===== src/rtl/lftc_ram.sv =====
// Generic single-write, single-read RAM with registered read data.
module lftc_ram #(
  parameter int WIDTH = 8,
  parameter int DEPTH = 16
) (
  input  logic                                        clk,
  input  logic                                        we,
  input  logic [((DEPTH > 1) ? $clog2(DEPTH) : 1)-1:0] waddr,
  input  logic [WIDTH-1:0]                            wdata,
  input  logic [((DEPTH > 1) ? $clog2(DEPTH) : 1)-1:0] raddr,
  output logic [WIDTH-1:0]                            rdata
);

  logic [WIDTH-1:0] mem [DEPTH];

  always_ff @(posedge clk) begin
    if (we) begin
      mem[waddr] <= wdata;
    end
    rdata <= mem[raddr];
  end

endmodule


===== config.mk =====
export PLATFORM = sky130hd
export DESIGN_NAME = lftc_ram
export DESIGN_NICKNAME = d
export VERILOG_FILES = /design/src/rtl/lftc_ram.sv
export SDC_FILE = /design/constraint.sdc
export NUM_CORES = 1
export LEC_CHECK = 0
export ABC_AREA = 1
export BUFFER_PORTS_ARGS = -buffer_cell sky130_fd_sc_hd__buf_2
export CELL_PAD_IN_SITES_DETAIL_PLACEMENT = 1
export CELL_PAD_IN_SITES_GLOBAL_PLACEMENT = 1
export CORE_ASPECT_RATIO = 0.5
export CORE_MARGIN = 5
export CORE_UTILIZATION = 49
export DETAILED_ROUTE_END_ITERATION = 6
export PLACE_DENSITY_LB_ADDON = 0.1
export SLEW_MARGIN = 20
export SYNTH_ARGS = -nofsm -noshare
export SYNTH_HDL_FRONTEND = slang
export SYNTH_SLANG_ARGS = --single-unit

===== constraint.sdc =====
create_clock -name clk -period 1.2 [get_ports clk]
set_input_delay 0.18 -clock clk [delete_from_list [all_inputs] [get_ports clk]]
set_output_delay 0.18 -clock clk [all_outputs]
set_load 0.02 [all_outputs]

==> metrics.cfg, run 1 <==
[pwr]
peakVddDrop_uv=942
power_density_nw_per_um2=1640
leakagePower_nw=2.96
totalPowerFinal_mw=11.1

[sta]
finalCriticalPeriod_ns=1.17
tightest_slew_ns=0.384
setup_ws_ns=0.0274
post-route-period-util=0.977
fin_skew_ns=0.00782
setup_violations=0
finalHoldViolations=0
setup_tns_ns=0
hold_ws_ns=0.180
slew_violations=0
relSlewSlack=0.744
rsz0062_at_grt=false
fmax_mhz=853

[layout]
syn2layout_area_growth_pct=17.6
antenna_cells=0
stdcell_area_um2=6780
fin_nets=618
layout_commonest_cell=nand2_1
fin_util=0.581
layout-drive-gt1-share=0.139
final_cell_mix=nand2_1 (173), edfxtp_1 (128), inv_1 (100), nand3_1 (97), buf_4 (25)
stdcell_count=778

[worst_setup_path]
critPathBufInv=1
cp-end-kind=output pin
cp_top_family=flip-flops
crit_path_max_incr_delay_ns=0.38
required_ns=1.02
startpoint_type=register
r2r_cells=6
critPathMaxFanout=1
cp_cell_sequence=buf_2
critical_path_depth=1
crit_arrival_ns=0.99
cpMaxStageDelayCell=dfxtp_1
criticalPathCategory=reg -> out

[yosys]
synth_area_um2=5770
syn_avg_cell_area_um2=10.5
yosysSeqAreaShare=0.694
ys_types=12
syn_inst=551
syn_nets=569
synth_warnings=0
synth_seq_cells=136

[hold_path]
hold_depth=1
worstHoldPathType=in -> reg

[route]
highest_layer=met4
drc=0
vias_per_cell=5.13
wl_per_cell_um=19.5
antenna_left=0
first_pass_iters=5
drt_wl_total_mm=15.2
dr.first_iter.drc_count=277
routed-wl-met2_mm=7.36
met3_length_um=796
num_vias=3994
wl_met1_mm=6.78

[cts]
numCtsBuffers=17
cts_tree=yes
worstSkewPairLatency_ns=0.42
clk_path_buf_depth=2
numClockSinks=136
path_clk_slew_ns=0.06
h-tree-depth=4
root_buffer=clkbuf_16

[floorplan]
core-area_um2=11700
dieWidth_um=163
start_util=0.494
placementRows=28
die_area_um2=14200
die_h_um=86.7
ioPinCount=26

[placed_design]
place.gp.congestion=0.754
dpl-instance-area_um2=6210
port_buffers=25
dp_slack_ns=-0.0969
hpwl_mm=9.58
dp.cells=746

[global_routing]
grt_max_degree=42
grt_use_total=0.233
grt_pass1_wl_mm=23.7
antenna_found_initial=0
grt_pass1_vias=4218
grt_overflow=0

[outcome]
outcome=finished, final reports clean

[flow_run]
cap_violations=0

==> logic make-up (layout without fill, tap and decap cells) <==
family | count (synthesis) | count (layout) | synth area share
simple gates | 289 | 289 | 0.210
flops | 136 | 136 | 0.694
buf+inv | 126 | 188 | 0.0952
==> sequential cells by signal, summed over array words and instances (netlist names) <==
| register | count |
|---|---|
| rdata | 8 |
| mem | 128 |
==> where the power goes <==
part           internal [mW]  leakage (nW)  switching (mW)
registers               5.31          1.22          0.0416
clock network           3.04         0.268            1.95
logic                  0.227          1.46           0.524
==> worst register-to-register path, cell delays in order (launching register included) <==
cell and delay [ns]:
edfxtp_1 0.40, inv_1 0.09, nand2_1 0.06, nand3_1 0.12
nand3_1 0.13, nand3_1 0.17, nand2_1 0.07
==> worst paths after layout <==
kind,from,end,slack (ns)
setup reg to reg,mem[6][1]$_DFFE_PP_,rdata[1]$_DFF_P_,0.06
hold / removal,wdata[4],mem[13][4]$_DFFE_PP_,0.18
setup / recovery,rdata[4]$_DFF_P_,rdata[4],0.03
hold reg to reg,mem[11][6]$_DFFE_PP_,rdata[6]$_DFF_P_,0.66
==> layer usage <==
metal  vias up  global-route usage
li1       1877                   -
met1      2000               0.298
met2        91               0.393
met3        26              0.0627
met4         0              0.0715
met5         -                   0
==> synthesized netlist by cell type <==
| cell type | instances | area share |
|---|---|---|
| nor2_1 | 17 | 0.011 |
| nand2_1 | 173 | 0.11 |
| inv_1 | 100 | 0.065 |
| inv_2 | 2 | 0.0013 |
| edfxtp_1 | 128 | 0.67 |
| dfxtp_1 | 8 | 0.028 |
| buf_2 | 13 | 0.011 |
| nand3_1 | 97 | 0.084 |
| buf_4 | 4 | 0.0052 |
| buf_1 | 1 | 0.00065 |
| nand3b_1 | 2 | 0.0026 |
| buf_6 | 6 | 0.012 |
==> repair_timing <==
action                     CTS  global route
setup endpoints to repair    1             1
buffers inserted             0             0
hold endpoints to repair     0             0
gates resized for setup      1             1
hold buffers                 0             0
==> layout make-up <==
cell class | count | area (µm²)
clock buffer | 19 | 433
clock inverter | 13 | 131
fill | 1293 | 4890
inverter | 102 | 383
multi-input combinational | 289 | 1210
sequential | 136 | 4010
tap | 165 | 206
timing repair buffer | 54 | 408
No activity file was read; power rests on OpenSTA's default activity.
==> inputs of run 2 (changes only) <==
--- a/config.mk
+++ b/config.mk
@@ -9,7 +9,6 @@
 export BUFFER_PORTS_ARGS = -buffer_cell sky130_fd_sc_hd__buf_2
 export CELL_PAD_IN_SITES_DETAIL_PLACEMENT = 1
 export CELL_PAD_IN_SITES_GLOBAL_PLACEMENT = 1
-export CORE_ASPECT_RATIO = 0.5
 export CORE_MARGIN = 5
 export CORE_UTILIZATION = 49
 export DETAILED_ROUTE_END_ITERATION = 6
==> constraint.sdc (replaced) <==
create_clock -name clk -period 1.3 [get_ports clk]
set_input_delay 0.195 -clock clk [delete_from_list [all_inputs] [get_ports clk]]
set_output_delay 0.195 -clock clk [all_outputs]
set_load 0.02 [all_outputs]
==> metrics.cfg, run 2 (synthesis results as in run 1) <==
[route]
dr.first_iter.drc_count=317
vias_per_cell=5.19
drt_wl_total_mm=15.3
drc=0
num_vias=3960
antenna_left=0
wl_per_cell_um=20.0
first_pass_iters=4

[floorplan]
dieWidth_um=118
die_area_um2=14000
ioPinCount=26
core-area_um2=11500
start_util=0.503
placementRows=39
die_h_um=118

[layout]
layout_commonest_cell=nand2_1
fin_nets=625
reg_top3=mem (128), rdata (8)
fillers=1213
top_register=mem
multi_input_area_um2=1210
ff_latch_area_um2=4000
layout-drive-gt1-share=0.144
final_cell_mix=nand2_1 (173), edfxtp_1 (128), inv_1 (100), nand3_1 (97), buf_4 (28)
largest_reg_flops=128
syn2layout_area_growth_pct=19.5
antenna_cells=0
fin_util=0.601

[cts]
cts_resized=0
clk_path_buf_depth=2
numCtsBuffers=17
cts_setup_buffers=0
root_buffer=clkbuf_16
numClockSinks=136
worstSkewPairLatency_ns=0.42
path_clk_slew_ns=0.06
holdBufCountCts=0
h-tree-depth=4
cts_tree=yes

[worst_setup_path]
critPathMaxFanout=1
criticalPathCategory=reg -> out
required_ns=1.11
startpoint_type=register
cp-end-kind=output pin
crit_path_max_incr_delay_ns=0.36
cpMaxStageDelayCell=dfxtp_1
critPathBufInv=1
crit_arrival_ns=0.97
cp_cell_sequence=buf_2
cp_top_family=flip-flops

[pwr]
p_seq_frac=0.459
p_int_mw=8.51
leakagePower_nw=3.04
sw_frac_of_total=0.209
power_density_nw_per_um2=1560
power_frac_clock=0.474
totalPowerFinal_mw=10.8
combPwrFrac=0.067
switching_power_mw=2.25
peakVddDrop_uv=1420

[hold_path]
worstHoldPathType=in -> reg

[sta]
finalCriticalPeriod_ns=1.17
finalHoldViolations=0
relSlewSlack=0.705
slew_violations=0
fin_skew_ns=0.00351
rsz0062_at_grt=false
hold_ws_ns=0.165
fmax_mhz=856
tightest_slew_ns=0.442
post-route-period-util=0.899
setup_violations=0

[global_routing]
grt_overflow=0
grt_use_total=0.227
grt_pass1_vias=4232
grt_max_degree=31
grt_pass1_wl_mm=23.8
antenna_found_initial=0

[placed_design]
hpwl_mm=9.98
port_buffers=25
place.gp.congestion=0.797

[outcome]
outcome=finished, final reports clean

[flow_run]
cap_violations=0

run 2: worst paths after layout:
kind / start / end / slack [ns] / cells after the start
max reg2reg: mem[1][0]$_DFFE_PP_ / rdata[0]$_DFF_P_ / 0.22 / 6
min: raddr[2] / rdata[6]$_DFF_P_ / 0.16 / 4
max: rdata[4]$_DFF_P_ / rdata[4] / 0.13 / 1
min reg2reg: mem[2][4]$_DFFE_PP_ / rdata[4]$_DFF_P_ / 0.70 / 6
run 2: layout make-up:
cell class	count	share of cell area
clock buffer	21	0.0639
clock inverter	11	0.0258
inverter	102	0.0555
multi-input combinational	289	0.176
sequential	136	0.581
tap	143	0.0260
timing repair buffer	61	0.0719
run 2: metal layers:
metal | vias to the layer above | wire length (µm) | GRT usage
met1 | 1960 | 6390 | 0.287
li1 | 1883 | - | -
met3 | 26 | 753 | 0.0511
met2 | 91 | 7760 | 0.379
met4 | 0 | 368 | 0.0943
met5 | - | 0 | 0
run 2: power by group through the flow:
stage	combinational (mW)	sequential, mW	clock, mW
2_1_floorplan	0.346	5.05	0
3_3_place_gp	0.694	5.02	0
3_5_place_dp	0.717	5.03	0
4_1_cts	0.728	4.94	5.18
5_1_grt	0.786	4.94	5.40
6_report	0.721	4.94	5.10
run 2: metrics by stage:
step                std cells  TNS [ns]  area [µm²]  setup WS [ns]
floorplan                 551         0        5770          0.154
global placement          731  -0.00490        6270       -0.00490
detailed placement        731    -0.137        6270        -0.0582
CTS                       763         0        6890          0.117
global route              763         0        6890         0.0976
finish                    763         0        6890          0.131
