## config.mk

```make
export PLATFORM = sky130hd
export DESIGN_NAME = lftc_outreg
export DESIGN_NICKNAME = d
export VERILOG_FILES = /design/src/rtl/lftc_pkg.sv /design/src/rtl/lftc_outreg.sv
export SDC_FILE = /design/constraint.sdc
export NUM_CORES = 1
export LEC_CHECK = 0
export BUFFER_PORTS_ARGS = -buffer_cell sky130_fd_sc_hd__buf_4
export CAP_MARGIN = 25
export CORE_ASPECT_RATIO = 1.1
export CORE_MARGIN = 4
export CORE_UTILIZATION = 35
export CTS_BUF_LIST = sky130_fd_sc_hd__clkbuf_16
export CTS_CLUSTER_DIAMETER = 100
export CTS_CLUSTER_SIZE = 40
export DETAILED_ROUTE_END_ITERATION = 12
export PLACE_DENSITY = 0.74
export RECOVER_POWER = 50
export SKIP_LAST_GASP = 1
export SLEW_MARGIN = 20
export SYNTH_ARGS = -nofsm -noshare
export SYNTH_HDL_FRONTEND = slang
export SYNTH_SLANG_ARGS = --single-unit
```

## constraint.sdc

```tcl
create_clock -name clk -period 1.65 [get_ports clk]
set_input_delay 0.33 -clock clk [delete_from_list [all_inputs] [get_ports clk]]
set_output_delay 0.33 -clock clk [all_outputs]
set_load 0.005 [all_outputs]
```

## src/rtl/lftc_pkg.sv

```systemverilog
// Shared constants, types and sequencer states of the line term-frequency counter.
package lftc_pkg;

  localparam int VOCAB_SIZE   = 4096;
  localparam int MAX_DISTINCT = 64;
  localparam int COUNT_BITS   = 16;

  localparam int VOCAB_AW = (VOCAB_SIZE > 1) ? $clog2(VOCAB_SIZE) : 1;
  localparam int LIST_AW  = (MAX_DISTINCT > 1) ? $clog2(MAX_DISTINCT) : 1;

  localparam int ID_W    = 12;
  localparam int TOTAL_W = 7;
  localparam int NUM_W   = 13;
  localparam int OCC_W   = 16;

  typedef logic [COUNT_BITS-1:0] count_t;
  localparam count_t COUNT_MAX = '1;
  localparam logic [OCC_W-1:0] OCC_MAX = '1;

  typedef struct packed {
    logic [TOTAL_W-1:0] distinct_total;
    logic [NUM_W-1:0]   word_number;
    logic [OCC_W-1:0]   occurrences;
    logic               overflow;
    logic               last_of_line;
  } res_t;

  typedef enum logic [6:0] {
    ST_CLEAR   = 7'b0000001,
    ST_IDLE    = 7'b0000010,
    ST_RMW     = 7'b0000100,
    ST_EMPTY   = 7'b0001000,
    ST_DR_LIST = 7'b0010000,
    ST_DR_CNT  = 7'b0100000,
    ST_DR_EMIT = 7'b1000000
  } state_t;

endpackage

```

## src/rtl/lftc_outreg.sv

```systemverilog
// Result holding register: keeps one result until the receiver takes it.
module lftc_outreg
  import lftc_pkg::*;
(
  input  logic               clk,
  input  logic               rst_n,
  input  logic               load,
  input  res_t               res,
  output logic               ready,
  output logic               out_valid,
  input  logic               out_stall,
  output logic [TOTAL_W-1:0] out_distinct_total,
  output logic [NUM_W-1:0]   out_word_number,
  output logic [OCC_W-1:0]   out_occurrences,
  output logic               out_overflow,
  output logic               out_last_of_line
);

  logic valid_r;
  res_t res_r;

  // free when empty or when the held result transfers this cycle
  assign ready = !valid_r || !out_stall;

  always_ff @(posedge clk) begin
    if (!rst_n) begin
      valid_r <= 1'b0;
    end else if (ready) begin
      valid_r <= load;
    end
  end

  always_ff @(posedge clk) begin
    if (ready && load) begin
      res_r <= res;
    end
  end

  assign out_valid          = valid_r;
  assign out_distinct_total = res_r.distinct_total;
  assign out_word_number    = res_r.word_number;
  assign out_occurrences    = res_r.occurrences;
  assign out_overflow       = res_r.overflow;
  assign out_last_of_line   = res_r.last_of_line;

endmodule

```

==> results.txt, run 1 <==
* Post-Place Setup Slack: 0.394 ns
* Hold bufs inserted after CTS: 0
- The clock reaches the later pin of the worst-skew pair after 0.27 ns.
- Sequential Area: 0.00116 sq mm
- Summed over all cells, the static leakage comes to 0.000844 uW.
* Endpoint kind of the worst setup timing path: register
- Final weighted congestion in routability-driven placement: 0.622
* Minimum period implied by the final worst setup slack: 1.34 ns
- Share of the yosys chip area belonging to registers: 0.982
* Number of max-capacitance violations reported: 0
* Number of instances on the worst hold path: 1
- The die is 69.0 um tall.
- Clock tree root driver cell: sky130_fd_sc_hd__clkbuf_16
- Initial standard-cell utilization of the core: 0.375
- Dividing total power by cell area gives a power density of 1120 mW/mm^2.
* DRT iter0 DRCs: 5
- Number of top-level design ports: 82
- In this run the worst hold path is classified as input port to register.
- Drt pass-1 iters: 3
- In the final timing run, aggregate negative setup slack is 0 ns.
- Post-layout net count: 175
- Clock tree from TritonCTS: done
* # diodes: 0
- Unrepaired setup endpoints after global routing: no
- Compared with the post-synthesis result, the final layout area differs by 67.5%.
- Measured slew at the worst slew-check pin: 0.508 ns
- Maximum resistive drop on vdd: 0.780 mV
- Maximum achievable frequency: 747 MHz
- Buffers from clock root to sink, at most: 2
* Worst hold slack: 0.252 ns
- Drt total wl: 2.47 mm
- Once detail routing completed, the nets flagged for antenna violations numbered 0.
- After filler insertion, the fill cell instance count of the layout stands at 240.
- The cell count after synthesis came out at 43.
- Number of port buffers: 81
* Core footprint: 0.00315 sq mm
- Ys Warns: 0
- Final period utilization: 0.812
- Pin count of the biggest net entering global routing: 23
- The critical path goes through nand2_1 > and2_2 > clkbuf_2.
- # placed instances: 160
- Once the clock tree was built, the resizer swapped 0 gates to a different size.
* Finished Layout Cells: 168
* Floorplan die area: 0.00437 sq mm
* Number of vias per cell: 4.61
- After layout, the worst setup slack is 0.311 ns.
- Buffers added to address setup during post-CTS repair amount to 0.
- Cell Area, Synth: 0.00118 sq mm
* Number of nets in the synthesized netlist: 85
* Routed length per placed instance: 14.7 um
* Clock input transition at the sequential cells of the worst setup and hold paths: 0.05 ns
- Slowest stage cell, crit path: sky130_fd_sc_hd__clkbuf_2
- In the final layout, the share of cells above drive strength 1 is 0.664.
* Most frequent standard cell in the layout excluding fill and tap cells: sky130_fd_sc_hd__buf_4
* Nature of the critical path startpoint: register
- The first global-routing pass estimated 3.73 mm of wire.
- Summed over all layers, the global routing overflow is 0.
- Initial antenna violation count: 0
- Worst slew slack as a fraction of its limit: 0.661
- The via count of the first global-routing pass came to 799.
* Result of the run: completed
- Synthesis inferred 39 register bits.
- Setup violations remaining at the end of the flow were counted as 0.
- For the worst setup path, the data arrival time is 1.25 ns.
- Setup Skew: 0.00459 ns
- Number of distinct standard cells referenced by the synthesized netlist: 6
* TritonCTS Buffers: 5
- In this run the number of H-tree levels came out at 2.
* Maximum fanout along the worst path: 22
- Number of rows in the core area: 21
* Data required, critical path: 1.56 ns
* Number of DRC violations after detailed routing: 0
- In the final layout, the multi-input gates occupy 22.5 sq um.
* TritonCTS sink count: 39
* Final hold violations: 0
* Overall die width: 63.4 um
* Total count of max-transition violations in the final report: 0
- On the worst path, the slowest cell contributes a delay of 0.43 ns.
* Crit path kind: register to register
- Commonest cells after routing, fill and taps aside: sky130_fd_sc_hd__buf_4, sky130_fd_sc_hd__edfxtp_1, sky130_fd_sc_hd__clkbuf_4
- Vias after detailed routing: 775
* Overall routing resource usage: 0.120
* Syn avg cell area: 27.5 sq um
- The worst register-to-register path has a depth of 3.
==> cell families after synthesis <==
kind of cell | after synthesis | share of synthesized area
AOI/OAI and AO/OA | 1 | 0.00423
DFF | 39 | 0.982
and+or+nand+nor | 3 | 0.0138
==> per-layer routing <==
| layer | share of wire | routed length [um] | track usage |
|---|---|---|---|
| met3 | 0.21 | 529 | 0.110 |
| met2 | 0.47 | 1150 | 0.188 |
| met5 | 0 | 0 | 0 |
| met4 | 0.021 | 53 | 0.0647 |
| met1 | 0.30 | 736 | 0.102 |
==> power breakdown <==
part	total [uW]	internal, uW	leakage (uW)	switching [uW]
clock network	855	544	0.0000724	311
logic	190	123	0.000395	66.9
registers	1170	1160	0.000376	16.4
==> cell usage after synthesis <==
master	instances	area [sq um]
sky130_fd_sc_hd__nand2_1	1	3.75
sky130_fd_sc_hd__edfxtp_1	38	1140
sky130_fd_sc_hd__nor2b_1	1	6.26
sky130_fd_sc_hd__and2_1	1	6.26
sky130_fd_sc_hd__dfxtp_1	1	20.0
sky130_fd_sc_hd__a21oi_1	1	5.00
==> stage by stage <==
stage / area (sq um) / utilization / total power [uW]
floorplan: 1180 / - / 1220
global placement: 1860 / 0.590 / 1390
detailed placement: 1860 / 0.590 / 1400
CTS: 2000 / 0.634 / 2260
global route: 1980 / 0.628 / 2320
finish: 1980 / 0.628 / 2220
==> critical path: cells and delay by family (launching register included) <==
family / cells / cell delay, ns
buf+inv: 1 / 0.43
simple gates: 2 / 0.22
flops: 1 / 0.32
==> cell type report <==
cell class,instances,area share
Tap cell,34,0.0215
Multi-Input combinational cell,4,0.0114
Timing Repair Buffer,83,0.311
Clock buffer,5,0.0632
Clock inverter,3,0.00632
Sequential cell,39,0.586
==> worst paths after layout <==
path         slack, ns                    from                         endpoint
max               0.31  out_valid$_SDFFE_PN0P_  out_distinct_total[5]$_DFFE_PP_
min               0.25                 res[24]     out_word_number[6]$_DFFE_PP_
max reg2reg       0.31  out_valid$_SDFFE_PN0P_  out_distinct_total[5]$_DFFE_PP_
min reg2reg       0.55  out_valid$_SDFFE_PN0P_           out_valid$_SDFFE_PN0P_
==> registers in the layout, summed over array words and instances (netlist names) <==
signal              count
out_last_of_line        1
out_distinct_total      7
out_valid               1
out_word_number        13
out_occurrences        16
out_overflow            1
No activity file was read; power rests on OpenSTA's default activity.
==> run 2: changes to the inputs <==
Clock period 1.65 ns to 1.1 ns, I/O delays scaled along.
==> results.txt, run 2 (same netlist as run 1, synthesis figures left out) <==
* Cell-by-cell listing of the critical path: nand2_2 > buf_4
- Result of the run: completed
- Number of rows in the core area: 21
- At the end of the flow the core is filled with cells to 0.655.
- The critical path is of the register to output pin type.
- Finished Layout Cells: 168
- Initial standard-cell utilization of the core: 0.375
- In the layout the commonest cells are sky130_fd_sc_hd__clkbuf_4, sky130_fd_sc_hd__edfxtp_1, sky130_fd_sc_hd__buf_4.
- The first TritonRoute pass finished after 3 iterations.
* Number of top-level design ports: 82
- 0 antenna diodes ended up in the layout.
- Measured slew at the worst slew-check pin: 0.107 ns
- The completed layout was analyzed and its total power is 3870 uW.
- The clock passes through at most 2 buffers.
* Crit path buf inv count: 1
- In the final layout, flip-flops and latches occupy 0.00116 sq mm.
- Setup repair after global routing left no endpoint under its margin.
- Minimum period implied by the final worst setup slack: 1.03 ns
* Drt total wl: 2.52 mm
* Vias after detailed routing: 755
- Core footprint: 0.00315 sq mm
- Worst slew slack as a fraction of its limit: 0.929
* Clock input transition at the sequential cells of the worst setup and hold paths: 0.06 ns
- In the finished design, the share of the clock period the worst path needs comes to 0.939.
- The count of nets left with antenna violations once routing finished came out at 0.
- H-tree depth reported by CTS: 2
- DRT iter0 DRCs: 8
* Routed length per placed instance: 15.0 um
- Across the run, the number of max-cap violations was 0.
- Number of fill cells in the layout: 239
* Endpoint kind of the worst setup timing path: output pin
- Nature of the critical path startpoint: register
* Class of the tightest hold or removal check: input port to register
* Share of cells above drive strength 1: 0.687
* Maximum fanout along the worst path: 3
- The die is 69.0 um tall.
* Floorplan die area: 0.00437 sq mm
- The multi-input combinational cells in the finished layout cover a total of 26.3 sq um.
- The library cell used most frequently in the layout, excluding fill and tap cells, is sky130_fd_sc_hd__clkbuf_4.
- The number of endpoints with negative hold slack in the final report is 0.
* Leftover overflow at the end of global routing: 0
- Hold bufs inserted after CTS: 0
- In the routed layout, each cell is associated on average with a via count of 4.49.
* Slowest stage cell, crit path: sky130_fd_sc_hd__dfxtp_2
- Compared with the post-synthesis result, the final layout area differs by 74.6%.
* Max reg flops: 16
* Number of port buffers: 81
- Counting every sink on the clock net gives 39.
* Overall routing resource usage: 0.129
- Total count of max-transition violations in the final report: 0
- Data on the critical path is required at its endpoint by 0.88 ns.
- CP max stage delay: 0.35 ns
- Wire length of the first global-routing pass: 4.03 mm
* Post-layout worst setup margin: 0.0668 ns
* Clock Latency Late Sink: 0.27 ns
* Post-layout net count: 175
- Post-CTS Setup Repair Bufs: 0
- Broken down by cell family, the worst path's largest delay share belongs to flip-flops.
- Clock tree synthesis inserted a total of 5 buffers.
* Setup Skew: 0.00511 ns
- Overall die width: 63.4 um
* Clock tree root driver cell: sky130_fd_sc_hd__clkbuf_16
* Worst hold slack: 0.142 ns
* Clock tree from TritonCTS: done
- The initial antenna violation count is 0.
- Power per standard cell area: 1870 mW/mm^2
- Maximum resistive drop on vdd: 1.13 mV
- Number of DRC violations after detailed routing: 0
- The HPWL after detailed placement is 2.05 mm.
- Gates resized during post-CTS repair numbered 0.
* Post-Place Setup Slack: 0.0671 ns
- Vias in the first global route: 854
* # placed instances: 160
* Data arrival time at the worst-slack endpoint: 0.81 ns
- Setup violations remaining at the end of the flow were counted as 0.
- Maximum achievable frequency: 968 MHz
- Final weighted congestion in routability-driven placement: 0.674
- Static leakage power: 0.000865 uW
* Pin count of the biggest net entering global routing: 20
## run 2: cell types whose count changed in the layout (fill, tap and decap cells not counted), sizes merged
| cell | delta |
|---|---|
| buf | -18 |
| bufinv | +2 |
| inv | -1 |
| clkbuf | +18 |
| clkinvlp | +1 |
| clkinv | -2 |
## run 2: layer usage
| metal | part of all wire | global-route usage |
|---|---|---|
| met3 | 0.18 | 0.0956 |
| met1 | 0.33 | 0.125 |
| met2 | 0.48 | 0.207 |
| met5 | 0 | 0 |
| met4 | 0.011 | 0.0566 |
## run 2: report_power, final
part	switching, uW	internal [uW]
registers	24.0	1740
clock network	515	1300
logic	104	195
## run 2: path summary, 6_finish.rpt
path	from	to	slack, ns	cells after the start
min reg2reg	out_valid$_SDFFE_PN0P_	out_valid$_SDFFE_PN0P_	0.54	2
min	res[34]	out_distinct_total[3]$_DFFE_PP_	0.14	1
max	out_valid$_SDFFE_PN0P_	ready	0.07	2
max reg2reg	out_valid$_SDFFE_PN0P_	out_occurrences[0]$_DFFE_PP_	0.07	3
## run 2: area by class of cell
cell class                      count  area share
Timing Repair Buffer               83       0.310
Tap cell                           34      0.0206
Clock buffer                        5      0.0606
Sequential cell                    39       0.563
Clock inverter                      3      0.0327
Multi-Input combinational cell      4      0.0127
## run 2: through the flow
stage | TNS, ns | area (sq um)
final | 0 | 2060
after global routing | 0 | 2060
after CTS | 0 | 2070
after global placement | 0 | 1880
after floorplan | -0.491 | 1190
after detailed placement | 0 | 1880
